**src/rtl/core/fsc_pkg.sv**
```systemverilog
// ----------------------------------------------------------------------------
// fsc_pkg
// shared types, codes and constants of the flick scroll controller
// ----------------------------------------------------------------------------
package fsc_pkg;

  // port widths
  localparam int InDataW   = 96;
  localparam int InUserW   = 2;
  localparam int OutDataW  = 96;
  localparam int OutUserW  = 3;
  localparam int CfgAddrW  = 2;
  localparam int CfgDataW  = 12;

  // request codes
  typedef enum logic [1:0] {
    REQ_PRESS   = 2'd0,
    REQ_RELEASE = 2'd1,
    REQ_MOVE    = 2'd2,
    REQ_TICK    = 2'd3
  } req_t;

  // mode codes as shown on mode_now
  localparam logic [2:0] MODE_STEADY  = 3'd0;
  localparam logic [2:0] MODE_PRESSED = 3'd1;
  localparam logic [2:0] MODE_MANUAL  = 3'd2;
  localparam logic [2:0] MODE_AUTO    = 3'd3;
  localparam logic [2:0] MODE_STOP    = 3'd4;

  // register indexes
  localparam logic [CfgAddrW-1:0] CFG_MOVE_THRESHOLD = 2'd0;
  localparam logic [CfgAddrW-1:0] CFG_DECEL_STEP     = 2'd1;
  localparam logic [CfgAddrW-1:0] CFG_MAX_SPEED      = 2'd2;

  // register reset values
  localparam logic [7:0]  MOVE_THRESHOLD_RST = 8'd10;
  localparam logic [7:0]  DECEL_STEP_RST     = 8'd1;
  localparam logic [11:0] MAX_SPEED_RST      = 12'd64;

  // out_tuser bit positions
  localparam int UserScrollValid = 0;
  localparam int UserCustomValid = 1;
  localparam int UserReplayClick = 2;

  typedef struct packed {
    req_t               req_type;
    logic               left_only;
    logic signed [15:0] pos_x;
    logic signed [15:0] pos_y;
    logic signed [15:0] cursor_x;
    logic signed [15:0] cursor_y;
    logic [14:0]        scroll_x;
    logic [14:0]        scroll_y;
  } fsc_item_t;

  typedef struct packed {
    logic               consumed;
    logic               scroll_valid;
    logic signed [17:0] target_x;
    logic signed [17:0] target_y;
    logic               custom_valid;
    logic signed [16:0] custom_delta;
    logic               replay_click;
    logic signed [15:0] replay_x;
    logic signed [15:0] replay_y;
    logic               timer_run;
    logic [2:0]         mode_now;
  } fsc_result_t;

endpackage

```
**src/rtl/core/fsc_in_reg.sv**
```systemverilog
// ----------------------------------------------------------------------------
// fsc_in_reg
// input register stage holding one accepted item
// ----------------------------------------------------------------------------
module fsc_in_reg
  import fsc_pkg::*;
(
  input  logic      clk,
  input  logic      rst_n,
  input  logic      up_valid,
  output logic      up_ready,
  input  fsc_item_t up_item,
  output logic      dn_valid,
  input  logic      dn_ready,
  output fsc_item_t dn_item
);

  logic      valid_r;
  logic      valid_nxt;
  fsc_item_t item_r;

  // stage frees up whenever its content moves on
  assign up_ready  = !valid_r || dn_ready;
  assign valid_nxt = up_ready ? up_valid : valid_r;

  always_ff @(posedge clk) begin
    if (!rst_n) begin
      valid_r <= 1'b0;
    end else begin
      valid_r <= valid_nxt;
    end
  end

  always_ff @(posedge clk) begin
    if (up_ready && up_valid) begin
      item_r <= up_item;
    end
  end

  assign dn_valid = valid_r;
  assign dn_item  = item_r;

endmodule

```
**src/rtl/core/fsc_core.sv**
```systemverilog
// ----------------------------------------------------------------------------
// fsc_core
// mode machine, drag and speed state, configuration registers
// ----------------------------------------------------------------------------
module fsc_core
  import fsc_pkg::*;
(
  input  logic                clk,
  input  logic                rst_n,
  input  logic                cfg_we,
  input  logic [CfgAddrW-1:0] cfg_addr,
  input  logic [CfgDataW-1:0] cfg_wdata,
  input  logic                step_en,
  input  fsc_item_t           item,
  output fsc_result_t         result
);

  typedef enum logic [2:0] {
    ST_STEADY  = MODE_STEADY,
    ST_PRESSED = MODE_PRESSED,
    ST_MANUAL  = MODE_MANUAL,
    ST_AUTO    = MODE_AUTO,
    ST_STOP    = MODE_STOP
  } mode_t;

  // clamp to +/- lim, then step toward zero by a
  function automatic logic signed [16:0] decay(input logic signed [16:0] s,
                                               input logic [7:0]  a,
                                               input logic [11:0] lim);
    logic signed [17:0] sw;
    logic signed [17:0] lw;
    logic signed [17:0] aw;
    logic signed [17:0] c;
    sw = {s[16], s};
    lw = {6'b0, lim};
    aw = {10'b0, a};
    if (sw > lw) begin
      c = lw;
    end else if (sw < -lw) begin
      c = -lw;
    end else begin
      c = sw;
    end
    if (c > 18'sd0) begin
      c = (c <= aw) ? 18'sd0 : c - aw;
    end else if (c < 18'sd0) begin
      c = (-c <= aw) ? 18'sd0 : c + aw;
    end
    return c[16:0];
  endfunction

  logic [7:0]  move_threshold_r;
  logic [7:0]  decel_step_r;
  logic [11:0] max_speed_r;

  mode_t              mode_r, mode_nxt;
  logic signed [15:0] press_x_r, press_x_nxt;
  logic signed [15:0] press_y_r, press_y_nxt;
  logic [14:0]        base_x_r, base_x_nxt;
  logic [14:0]        base_y_r, base_y_nxt;
  logic signed [15:0] last_y_r, last_y_nxt;
  logic signed [15:0] drag_x_r, drag_x_nxt;
  logic signed [15:0] drag_y_r, drag_y_nxt;
  logic signed [16:0] speed_x_r, speed_x_nxt;
  logic signed [16:0] speed_y_r, speed_y_nxt;

  logic signed [16:0] dx, dy, dly, smx, smy, dec_x, dec_y;
  logic [16:0]        adx, ady;
  logic               is_click;
  logic signed [17:0] tx_man, ty_man, tx_auto, ty_auto;

  always_ff @(posedge clk) begin
    if (!rst_n) begin
      move_threshold_r <= MOVE_THRESHOLD_RST;
      decel_step_r     <= DECEL_STEP_RST;
      max_speed_r      <= MAX_SPEED_RST;
    end else if (cfg_we) begin
      case (cfg_addr)
        CFG_MOVE_THRESHOLD: move_threshold_r <= cfg_wdata[7:0];
        CFG_DECEL_STEP:     decel_step_r     <= cfg_wdata[7:0];
        CFG_MAX_SPEED:      max_speed_r      <= cfg_wdata[11:0];
        default: ;
      endcase
    end
  end

  // travel and speed terms, all in range without wrap
  assign dx  = {item.pos_x[15], item.pos_x} - {press_x_r[15], press_x_r};
  assign dy  = {item.pos_y[15], item.pos_y} - {press_y_r[15], press_y_r};
  assign dly = {item.pos_y[15], item.pos_y} - {last_y_r[15], last_y_r};
  assign smx = {item.cursor_x[15], item.cursor_x} - {drag_x_r[15], drag_x_r};
  assign smy = {item.cursor_y[15], item.cursor_y} - {drag_y_r[15], drag_y_r};
  assign adx = dx[16] ? 17'(-dx) : 17'(dx);
  assign ady = dy[16] ? 17'(-dy) : 17'(dy);
  assign is_click = (adx < {9'b0, move_threshold_r}) && (ady < {9'b0, move_threshold_r});

  assign dec_x = decay(speed_x_r, decel_step_r, max_speed_r);
  assign dec_y = decay(speed_y_r, decel_step_r, max_speed_r);

  assign tx_man  = $signed({3'b0, base_x_r}) - {dx[16], dx};
  assign ty_man  = $signed({3'b0, base_y_r}) - {dy[16], dy};
  assign tx_auto = $signed({3'b0, item.scroll_x}) - {dec_x[16], dec_x};
  assign ty_auto = $signed({3'b0, item.scroll_y}) - {dec_y[16], dec_y};

  always_comb begin
    mode_nxt    = mode_r;
    press_x_nxt = press_x_r;
    press_y_nxt = press_y_r;
    base_x_nxt  = base_x_r;
    base_y_nxt  = base_y_r;
    last_y_nxt  = last_y_r;
    drag_x_nxt  = drag_x_r;
    drag_y_nxt  = drag_y_r;
    speed_x_nxt = speed_x_r;
    speed_y_nxt = speed_y_r;
    result      = '0;

    if (item.req_type == REQ_TICK) begin
      if (mode_r == ST_MANUAL) begin
        speed_x_nxt = smx;
        speed_y_nxt = smy;
        drag_x_nxt  = item.cursor_x;
        drag_y_nxt  = item.cursor_y;
      end else if (mode_r == ST_AUTO) begin
        speed_x_nxt         = dec_x;
        speed_y_nxt         = dec_y;
        result.scroll_valid = 1'b1;
        result.target_x     = tx_auto;
        result.target_y     = ty_auto;
        result.custom_valid = 1'b1;
        result.custom_delta = dec_y;
        if (dec_x == 17'sd0 && dec_y == 17'sd0) begin
          mode_nxt = ST_STEADY;
        end
      end
    end else begin
      case (mode_r)
        ST_STEADY: begin
          if (item.req_type == REQ_PRESS && item.left_only) begin
            result.consumed = 1'b1;
            mode_nxt    = ST_PRESSED;
            press_x_nxt = item.pos_x;
            press_y_nxt = item.pos_y;
            base_x_nxt  = item.scroll_x;
            base_y_nxt  = item.scroll_y;
            last_y_nxt  = item.pos_y;
          end
        end
        ST_PRESSED: begin
          if (item.req_type == REQ_RELEASE) begin
            result.consumed     = 1'b1;
            mode_nxt            = ST_STEADY;
            result.replay_click = 1'b1;
            result.replay_x     = press_x_r;
            result.replay_y     = press_y_r;
          end else if (item.req_type == REQ_MOVE) begin
            result.consumed = 1'b1;
            mode_nxt   = ST_MANUAL;
            drag_x_nxt = item.cursor_x;
            drag_y_nxt = item.cursor_y;
          end
        end
        ST_MANUAL: begin
          if (item.req_type == REQ_MOVE) begin
            result.consumed     = 1'b1;
            result.scroll_valid = 1'b1;
            result.target_x     = tx_man;
            result.target_y     = ty_man;
            result.custom_valid = 1'b1;
            result.custom_delta = dly;
            last_y_nxt          = item.pos_y;
          end else if (item.req_type == REQ_RELEASE) begin
            result.consumed = 1'b1;
            if (is_click) begin
              mode_nxt            = ST_STEADY;
              result.replay_click = 1'b1;
              result.replay_x     = press_x_r;
              result.replay_y     = press_y_r;
            end else begin
              mode_nxt = ST_AUTO;
            end
          end
        end
        ST_AUTO: begin
          if (item.req_type == REQ_PRESS) begin
            result.consumed = 1'b1;
            mode_nxt    = ST_STOP;
            speed_x_nxt = '0;
            speed_y_nxt = '0;
            last_y_nxt  = '0;
            press_x_nxt = item.pos_x;
            press_y_nxt = item.pos_y;
            base_x_nxt  = item.scroll_x;
            base_y_nxt  = item.scroll_y;
          end else if (item.req_type == REQ_RELEASE) begin
            result.consumed = 1'b1;
            mode_nxt    = ST_STEADY;
            speed_x_nxt = '0;
            speed_y_nxt = '0;
          end
        end
        ST_STOP: begin
          if (item.req_type == REQ_RELEASE) begin
            result.consumed = 1'b1;
            mode_nxt = ST_STEADY;
          end else if (item.req_type == REQ_MOVE) begin
            result.consumed = 1'b1;
            mode_nxt   = ST_MANUAL;
            drag_x_nxt = item.cursor_x;
            drag_y_nxt = item.cursor_y;
          end
        end
        default: ;
      endcase
    end

    result.timer_run = (mode_nxt == ST_MANUAL) || (mode_nxt == ST_AUTO);
    result.mode_now  = mode_nxt;
  end

  always_ff @(posedge clk) begin
    if (!rst_n) begin
      mode_r    <= ST_STEADY;
      press_x_r <= '0;
      press_y_r <= '0;
      base_x_r  <= '0;
      base_y_r  <= '0;
      last_y_r  <= '0;
      drag_x_r  <= '0;
      drag_y_r  <= '0;
      speed_x_r <= '0;
      speed_y_r <= '0;
    end else if (step_en) begin
      mode_r    <= mode_nxt;
      press_x_r <= press_x_nxt;
      press_y_r <= press_y_nxt;
      base_x_r  <= base_x_nxt;
      base_y_r  <= base_y_nxt;
      last_y_r  <= last_y_nxt;
      drag_x_r  <= drag_x_nxt;
      drag_y_r  <= drag_y_nxt;
      speed_x_r <= speed_x_nxt;
      speed_y_r <= speed_y_nxt;
    end
  end

endmodule

```
**src/rtl/core/fsc_out_reg.sv**
```systemverilog
// ----------------------------------------------------------------------------
// fsc_out_reg
// result register driving the output channel
// ----------------------------------------------------------------------------
module fsc_out_reg
  import fsc_pkg::*;
(
  input  logic        clk,
  input  logic        rst_n,
  input  logic        up_valid,
  output logic        up_ready,
  input  fsc_result_t up_result,
  output logic        dn_valid,
  input  logic        dn_ready,
  output fsc_result_t dn_result
);

  logic        valid_r;
  logic        valid_nxt;
  fsc_result_t result_r;

  assign up_ready  = !valid_r || dn_ready;
  assign valid_nxt = up_ready ? up_valid : valid_r;

  always_ff @(posedge clk) begin
    if (!rst_n) begin
      valid_r <= 1'b0;
    end else begin
      valid_r <= valid_nxt;
    end
  end

  always_ff @(posedge clk) begin
    if (up_ready && up_valid) begin
      result_r <= up_result;
    end
  end

  assign dn_valid  = valid_r;
  assign dn_result = result_r;

endmodule

```
**src/rtl/core/flick_scroll_controller.sv**
```systemverilog
// ----------------------------------------------------------------------------
// flick_scroll_controller
// kinetic flick-scroll controller for one view
// ----------------------------------------------------------------------------
// takes press, release, move and tick transfers and returns exactly one result
// transfer for each of them, in order. one item is taken every clock cycle
// while the result side keeps up; an accepted item is held in the input
// register and then moves into the result register, which offers it on the
// output, with the whole mode/drag/speed update done in the single logic stage
// between them. the input register can take the next item while a finished
// result still waits to be taken. configuration writes take effect on the next
// cycle and are meant to happen only while no transfer is in flight.
// ----------------------------------------------------------------------------
module flick_scroll_controller
  import fsc_pkg::*;
(
  input  logic                clk,
  input  logic                rst_n,

  // configuration write port
  input  logic                cfg_we,
  input  logic [CfgAddrW-1:0] cfg_addr,
  input  logic [CfgDataW-1:0] cfg_wdata,

  // input channel
  input  logic                in_tvalid,
  output logic                in_tready,
  // left_only, pos_x, pos_y, cursor_x, cursor_y, scroll_x, scroll_y, zero pad
  input  logic [InDataW-1:0]  in_tdata,
  // req_type
  input  logic [InUserW-1:0]  in_tuser,

  // result channel
  output logic                out_tvalid,
  input  logic                out_tready,
  // consumed, target_x, target_y, custom_delta, replay_x, replay_y,
  // timer_run, mode_now, zero pad
  output logic [OutDataW-1:0] out_tdata,
  // scroll_valid, custom_valid, replay_click
  output logic [OutUserW-1:0] out_tuser
);

  fsc_item_t   in_item;
  fsc_item_t   s1_item;
  logic        s1_valid;
  logic        s1_ready;
  fsc_result_t step_result;
  fsc_result_t out_result;

  // unpack the input transfer
  assign in_item.req_type  = req_t'(in_tuser[1:0]);
  assign in_item.left_only = in_tdata[0];
  assign in_item.pos_x     = in_tdata[16:1];
  assign in_item.pos_y     = in_tdata[32:17];
  assign in_item.cursor_x  = in_tdata[48:33];
  assign in_item.cursor_y  = in_tdata[64:49];
  assign in_item.scroll_x  = in_tdata[79:65];
  assign in_item.scroll_y  = in_tdata[94:80];

  // input register
  fsc_in_reg u_in_reg (
    .clk      (clk),
    .rst_n    (rst_n),
    .up_valid (in_tvalid),
    .up_ready (in_tready),
    .up_item  (in_item),
    .dn_valid (s1_valid),
    .dn_ready (s1_ready),
    .dn_item  (s1_item)
  );

  // state update happens exactly when the item moves into the result register
  fsc_core u_core (
    .clk       (clk),
    .rst_n     (rst_n),
    .cfg_we    (cfg_we),
    .cfg_addr  (cfg_addr),
    .cfg_wdata (cfg_wdata),
    .step_en   (s1_valid && s1_ready),
    .item      (s1_item),
    .result    (step_result)
  );

  // result register
  fsc_out_reg u_out_reg (
    .clk       (clk),
    .rst_n     (rst_n),
    .up_valid  (s1_valid),
    .up_ready  (s1_ready),
    .up_result (step_result),
    .dn_valid  (out_tvalid),
    .dn_ready  (out_tready),
    .dn_result (out_result)
  );

  // pack the result transfer, lowest field first
  assign out_tdata = {6'b0,
                      out_result.mode_now,
                      out_result.timer_run,
                      out_result.replay_y,
                      out_result.replay_x,
                      out_result.custom_delta,
                      out_result.target_y,
                      out_result.target_x,
                      out_result.consumed};

  assign out_tuser[UserScrollValid] = out_result.scroll_valid;
  assign out_tuser[UserCustomValid] = out_result.custom_valid;
  assign out_tuser[UserReplayClick] = out_result.replay_click;

endmodule

```
**config.mk**
```make
export PLATFORM = sky130hd
export DESIGN_NAME = flick_scroll_controller
export DESIGN_NICKNAME = d
export VERILOG_FILES = /design/src/rtl/core/fsc_pkg.sv /design/src/rtl/core/fsc_in_reg.sv /design/src/rtl/core/fsc_core.sv /design/src/rtl/core/fsc_out_reg.sv /design/src/rtl/core/flick_scroll_controller.sv
export SDC_FILE = /design/constraint.sdc
export NUM_CORES = 1
export LEC_CHECK = 0
export BUFFER_PORTS_ARGS = -buffer_cell sky130_fd_sc_hd__buf_2
export CAP_MARGIN = 20
export CORE_MARGIN = 3
export CORE_UTILIZATION = 58
export CTS_CLUSTER_SIZE = 12
export DETAILED_ROUTE_END_ITERATION = 6
export PLACE_DENSITY = 0.87
export SLEW_MARGIN = 10
export SYNTH_ARGS = -nofsm -noshare
export SYNTH_HDL_FRONTEND = slang
export SYNTH_SLANG_ARGS = --single-unit
```
**constraint.sdc**
```tcl
create_clock -name clk -period 10.6 [get_ports clk]
set_input_delay 2.65 -clock clk [delete_from_list [all_inputs] [get_ports clk]]
set_output_delay 2.65 -clock clk [all_outputs]
set_load 0.01 [all_outputs]
```
Word-level counts from Yosys, hierarchy flattened:

Index checks and enable logic that the tools add are counted.

* bits in registers: 367

* reductions and logical operators: 30
* eq/ne operators: 16
* magnitude comparators: 14
* bitwise gates (word level): 1
* muxes and demuxes: 78
* $add $sub $neg: 18

Operators with widths (count)
* $mux 17: 19
* $mux 55: 5
* $mux 16: 16
* $mux 33: 4
* $sub 16x16->17: 5
* $le 18x9->1: 4
* $mux 18: 4
* $sub 16x17->18: 4
* $pmux 33 s2: 1
* $pmux 16 s2: 2
* $mux 15: 4
* $pmux 15 s2: 2
* $pmux 16 s3: 1
* $gt 18x1->1 const B: 2
* $lt 17x18->1: 2
* $lt 18x1->1 const B: 2
* $neg 18->18: 2
* $add 17x9->17: 2
* $gt 17x13->1: 2
* $logic_not 17->1: 2
* $lt 17x8->1: 2
* $neg 17->17: 2
* $sub 17x9->17: 2
* $mux 3: 11
* other kinds (25): 55

Logic depth before layout (Yosys ltp):

* depth in word-level cells: 17
* gate-level depth with buffers: 54

Modules after synthesis:

Synthesis repeated with hierarchy kept, for this count alone.

* cells, all modules: 3184
* area, all modules: 27632.8 µm²

Modules (own cells, without submodules)
* fsc_core: area each 21757.1 µm², cells an instance 2976, instances 1, seq. area each 3503.4 µm²
* fsc_in_reg: area each 2970.3 µm², cells an instance 102, instances 1, seq. area each 2932.8 µm²
* fsc_out_reg: area each 2850.2 µm², cells an instance 98, instances 1, seq. area each 2812.7 µm²
* flick_scroll_controller: area each 55.1 µm², cells an instance 8, instances 1, seq. area each 0.0 µm²

Worst setup path before layout:

Ideal clock, no wire load.

* path kind: reg2reg
* start point: register u_core.max_speed_r[0]
* end point: register u_out_reg.result_r (netlist bit u_out_reg.dn_result[71]), data pin
* path slack: 0.932 ns
* library setup time: 0.271 ns
* required time: 10.329 ns
* arrival: 9.397 ns
* stages on the path, launching flop included: 51
* period minus slack after synthesis: 9.668 ns
* cell sequence: dfxtp_1 inv_1 ha_1 or4b_1 or4_1 nor3_2 xnor2_1 ha_1 and3_1 a2111oi_0 o211a_2 or3_1 clkbuf_1 buf_2 nand2_1 o211ai_1 o21ai_0 ha_1 [... 15 more ...] a311oi_1 or2_2 ha_1 inv_1 o21ai_0 a21oi_1 o21ai_0 a21oi_1 o21ai_0 a21oi_1 o21bai_1 a21oi_1 o21bai_1 a21oi_1 nor2b_1 o21bai_1 xor2_1 o22ai_1

RTL lines
* start: declaration: line fsc_core.sv:54 `logic [11:0] max_speed_r;`
* start signal: assignment: line fsc_core.sv:81 `CFG_MAX_SPEED: max_speed_r <= cfg_wdata[11:0];`
* end signal: assignment: line fsc_out_reg.sv:35 `result_r <= up_result;`
* end: declaration: line fsc_out_reg.sv:20 `fsc_result_t result_r;`

==> flow_summary.yaml <==
yosys:
  async_flop_share_pct: 0
  synth.distinct_cells: 105
  synth_top_area_share_pct: 20.63
  ys_ff_latch: 366
  yosysSeqAreaShare_pct: 33.51
  synth_top_cell_by_area: "edfxtp_1"
  yosysWarnings: 0
  synth_cells: 3167
  syn_area_sq_mm: 0.02751
  syn_area_per_cell_sq_um: 8.687
  synth_edf_count: 189
  ys.flop_type: "edfxtp_1"
  ys_top_cells_by_area: "edfxtp_1, dfxtp_1, ha_1"
detailed_routing:
  drt-pass1-iter-count: 6
  drtIter0Drc: 3091
  drc: 0
  vias: 25893
  avgRoutedWirePerCell_um: 21.60
  drt-total-wl_um: 88010
  ant_nets: 0
  vias_per_cell: 6.356
final_layout:
  fin_nets: 3826
  multi_input_area_sq_mm: 0.01680
  final_cell_mix: "nand2_1, inv_1, ha_1"
  nFillCells: 3642
  final_util_pct: 67.31
  layout_commonest_cell: "nand2_1"
  syn_to_final_growth_pct: 14.14
  layout-drive-gt1-share_pct: 14.78
  area.sequential_sq_mm: 0.009219
critical_path:
  worstPathMaxFanout: 5
  worst_setup_path_end_kind: "flop"
  crit_type: "flop to flop"
  crit_top_cell: "a21oi_1"
  worst_path_max_delay_cell: "or4b_4"
  worstSetupStartpointType: "flop"
  critPathMaxStageDelay_ns: 0.50
  critPathArrivalTime_ns: 10.30
  critPathBufInv: 2
  crit-reg2reg-launch: "u_core.max_speed_r[0]$_SDFFE_PN0P_"
  crit_family: "compound AO/OA/AOI/OAI gates"
  required_ns: 10.88
  crit_start: "u_core.max_speed_r[0]$_SDFFE_PN0P_"
timing:
  finClkSkew_ns: 0.01874
  fin_crit_ns: 10.01
  setup_viol: 0
  tightest_slew_ns: 1.145
  rsz0062_at_grt: "no"
  finalSetupTns_ns: 0
  slew_viol_final: 0
  fin_ws_ns: 0.5851
  fin_crit_sh_pct: 94.48
  max_freq_ghz: 0.09985
  hold_viol: 0
  slew_headroom_pct: 23.64
floorplan:
  initial_utilization_pct: 58.97
  rows: 79
  ios: 218
  dieWidth_um: 223.8
  die_area_sq_mm: 0.05008
  core-area_sq_mm: 0.04665
  die_h_um: 223.8
global_route:
  grt_pass1_vias: 24623
  grt.busiest_layer: "met2"
  grt_antenna_before_repair: 3
  grt_first_pass_wirelength_um: 136100
  grt_max_degree: 96
  grt_usage_pct: 34.17
  use_met3_pct: 7.037
  met1_usage_pct: 45.71
  overflow: 0
  use_met2_pct: 53.94
place:
  gp_congestion: 1.071
  dp_hpwl_um: 65860
  io_buffer_count: 210
  post-place-ws_ns: 0.3732
status:
  status: "completed"
pwr:
  ir_drop_mv: 0.1483
  report.power.total_w: 0.004301
  p_per_area_mw_per_mm2: 137.0
  p_leak_nw: 12.49
clocking:
  h-tree-depth: 2
  clock_latency_ns: 0.58
  cts.root.buffer_cell: "clkbuf_16"
  cts_tree: "yes"
  ctsHoldBuffers: 0
  cts-buffers-inserted: 41
  cts.sink_count: 366
  max-clock-path-buffers: 3
  cts.clk_slew.worst_paths_ns: 0.06
min_path:
  hp-start: "u_core.last_y_r[6]$_SDFFE_PN0P_"
  hold_path.class: "flop to flop"
flow_run:
  drv_cap: 0
[power breakdown]
part	total [W]	switching, W	internal [W]
clock network	0.00149	0.000596	0.000893
logic	0.00123	0.000728	0.000506
registers	0.00158	0.0000402	0.00154
[final cells by class]
cell class / count / area share, %
antenna: 2 / 0.01594
clock buffer: 56 / 3.578
sequential: 366 / 29.36
timing repair buffer: 361 / 6.981
clock inverter: 17 / 0.8607
inverter: 274 / 3.299
multi-input combinational: 2391 / 53.49
tap: 607 / 2.419
[cells by family after synthesis]
kind of cell / count (synthesis) / synth area share, %
XOR/XNOR: 130 / 4.139
other: 1 / 0.01363
multiplexers: 49 / 1.801
buffers and inverters: 415 / 5.949
adder cells (fa/ha/maj): 274 / 12.82
flip-flops: 366 / 33.51
AND/OR/NAND/NOR: 992 / 18.16
AO/OA/AOI/OAI: 940 / 23.62
[through the flow]
stage | hold slack, ns | std cells | cell area, sq um
floorplan | 0.4410 | 3172 | 27530
global placement | 0.4512 | 3997 | 29910
detailed placement | 0.4585 | 3997 | 29910
CTS | 0.4668 | 4070 | 31300
global route | 0.4927 | 4073 | 31400
finish | 0.4644 | 4074 | 31400
[registers in the layout (all words and copies together), names as in the netlist]
register                 cells
u_core.drag_x_r             16
u_core.last_y_r             16
u_out_reg.dn_valid           1
u_core.speed_y_r            17
u_in_reg.dn_valid            1
u_core.move_threshold_r      8
u_in_reg.dn_item            97
u_core.max_speed_r          12
u_core.press_y_r            16
u_core.decel_step_r          8
u_core.base_x_r             15
u_out_reg.dn_result         92
u_core.speed_x_r            17
u_core.mode_r                3
u_core.base_y_r             15
u_core.press_x_r            16
u_core.drag_y_r             16
[worst paths after layout]
path / to / slack [ns] / cells past startpoint
worst min register to register: u_core.last_y_r[6]$_SDFFE_PN0P_ / 0.46 / 2
worst max register to register: u_out_reg.dn_result[70]$_DFFE_PP_ / 0.59 / 48
worst max-delay path: u_out_reg.dn_result[70]$_DFFE_PP_ / 0.59 / 48
worst min-delay path: u_core.last_y_r[6]$_SDFFE_PN0P_ / 0.46 / 2
[per-layer routing]
layer,vias up,routed length [um],part of all wire [%]
li1,12056,-,-
met1,12154,35360,40
met2,1411,39060,44
met3,268,9238,10
met4,4,4333,4.9
met5,-,28,0.032
[what timing repair did]
| item | 4_1_cts | 5_1_grt |
|---|---|---|
| buffers inserted | 0 | 1 |
| hold endpoints to repair | 0 | 0 |
| resized for setup | 0 | 18 |
| endpoints found under the setup margin | 0 | 11 |
[worst reg2reg max path: cells and delay by family, from the launching register on]
family	cells	cell delay (ns)
fa+ha+maj	5	1.31
compound gates	26	4.96
simple gates	12	2.32
buf+inv	2	0.30
xor+xnor	3	0.50
flops	1	0.33
[cell usage after synthesis (9+ instances only)]
cell type / count
or3_1: 29
nor2_1: 154
a22oi_1: 25
and3_1: 27
edfxtp_1: 189
o21a_1: 46
or4_1: 9
nor3_1: 86
o21ai_0: 156
a31oi_1: 31
ha_1: 261
or2_2: 13
a211oi_1: 34
buf_4: 9
xnor2_1: 109
o21ai_1: 11
inv_1: 272
nor4_1: 13
o31ai_1: 17
dfxtp_1: 177
nand2_1: 324
o211ai_1: 34
o22ai_1: 49
nand3_1: 76
a21o_1: 44
buf_2: 14
nor2b_1: 109
a21oi_1: 178
clkbuf_1: 109
o2111ai_1: 13
a21boi_0: 121
and2_1: 14
mux2i_1: 45
a2111oi_0: 12
o21bai_1: 26
nand4_1: 37
a211o_1: 13
fa_1: 13
nand3b_1: 9
xor2_1: 21
nand2b_1: 44
nor3b_1: 13
(Power assumes the default switching activity.)
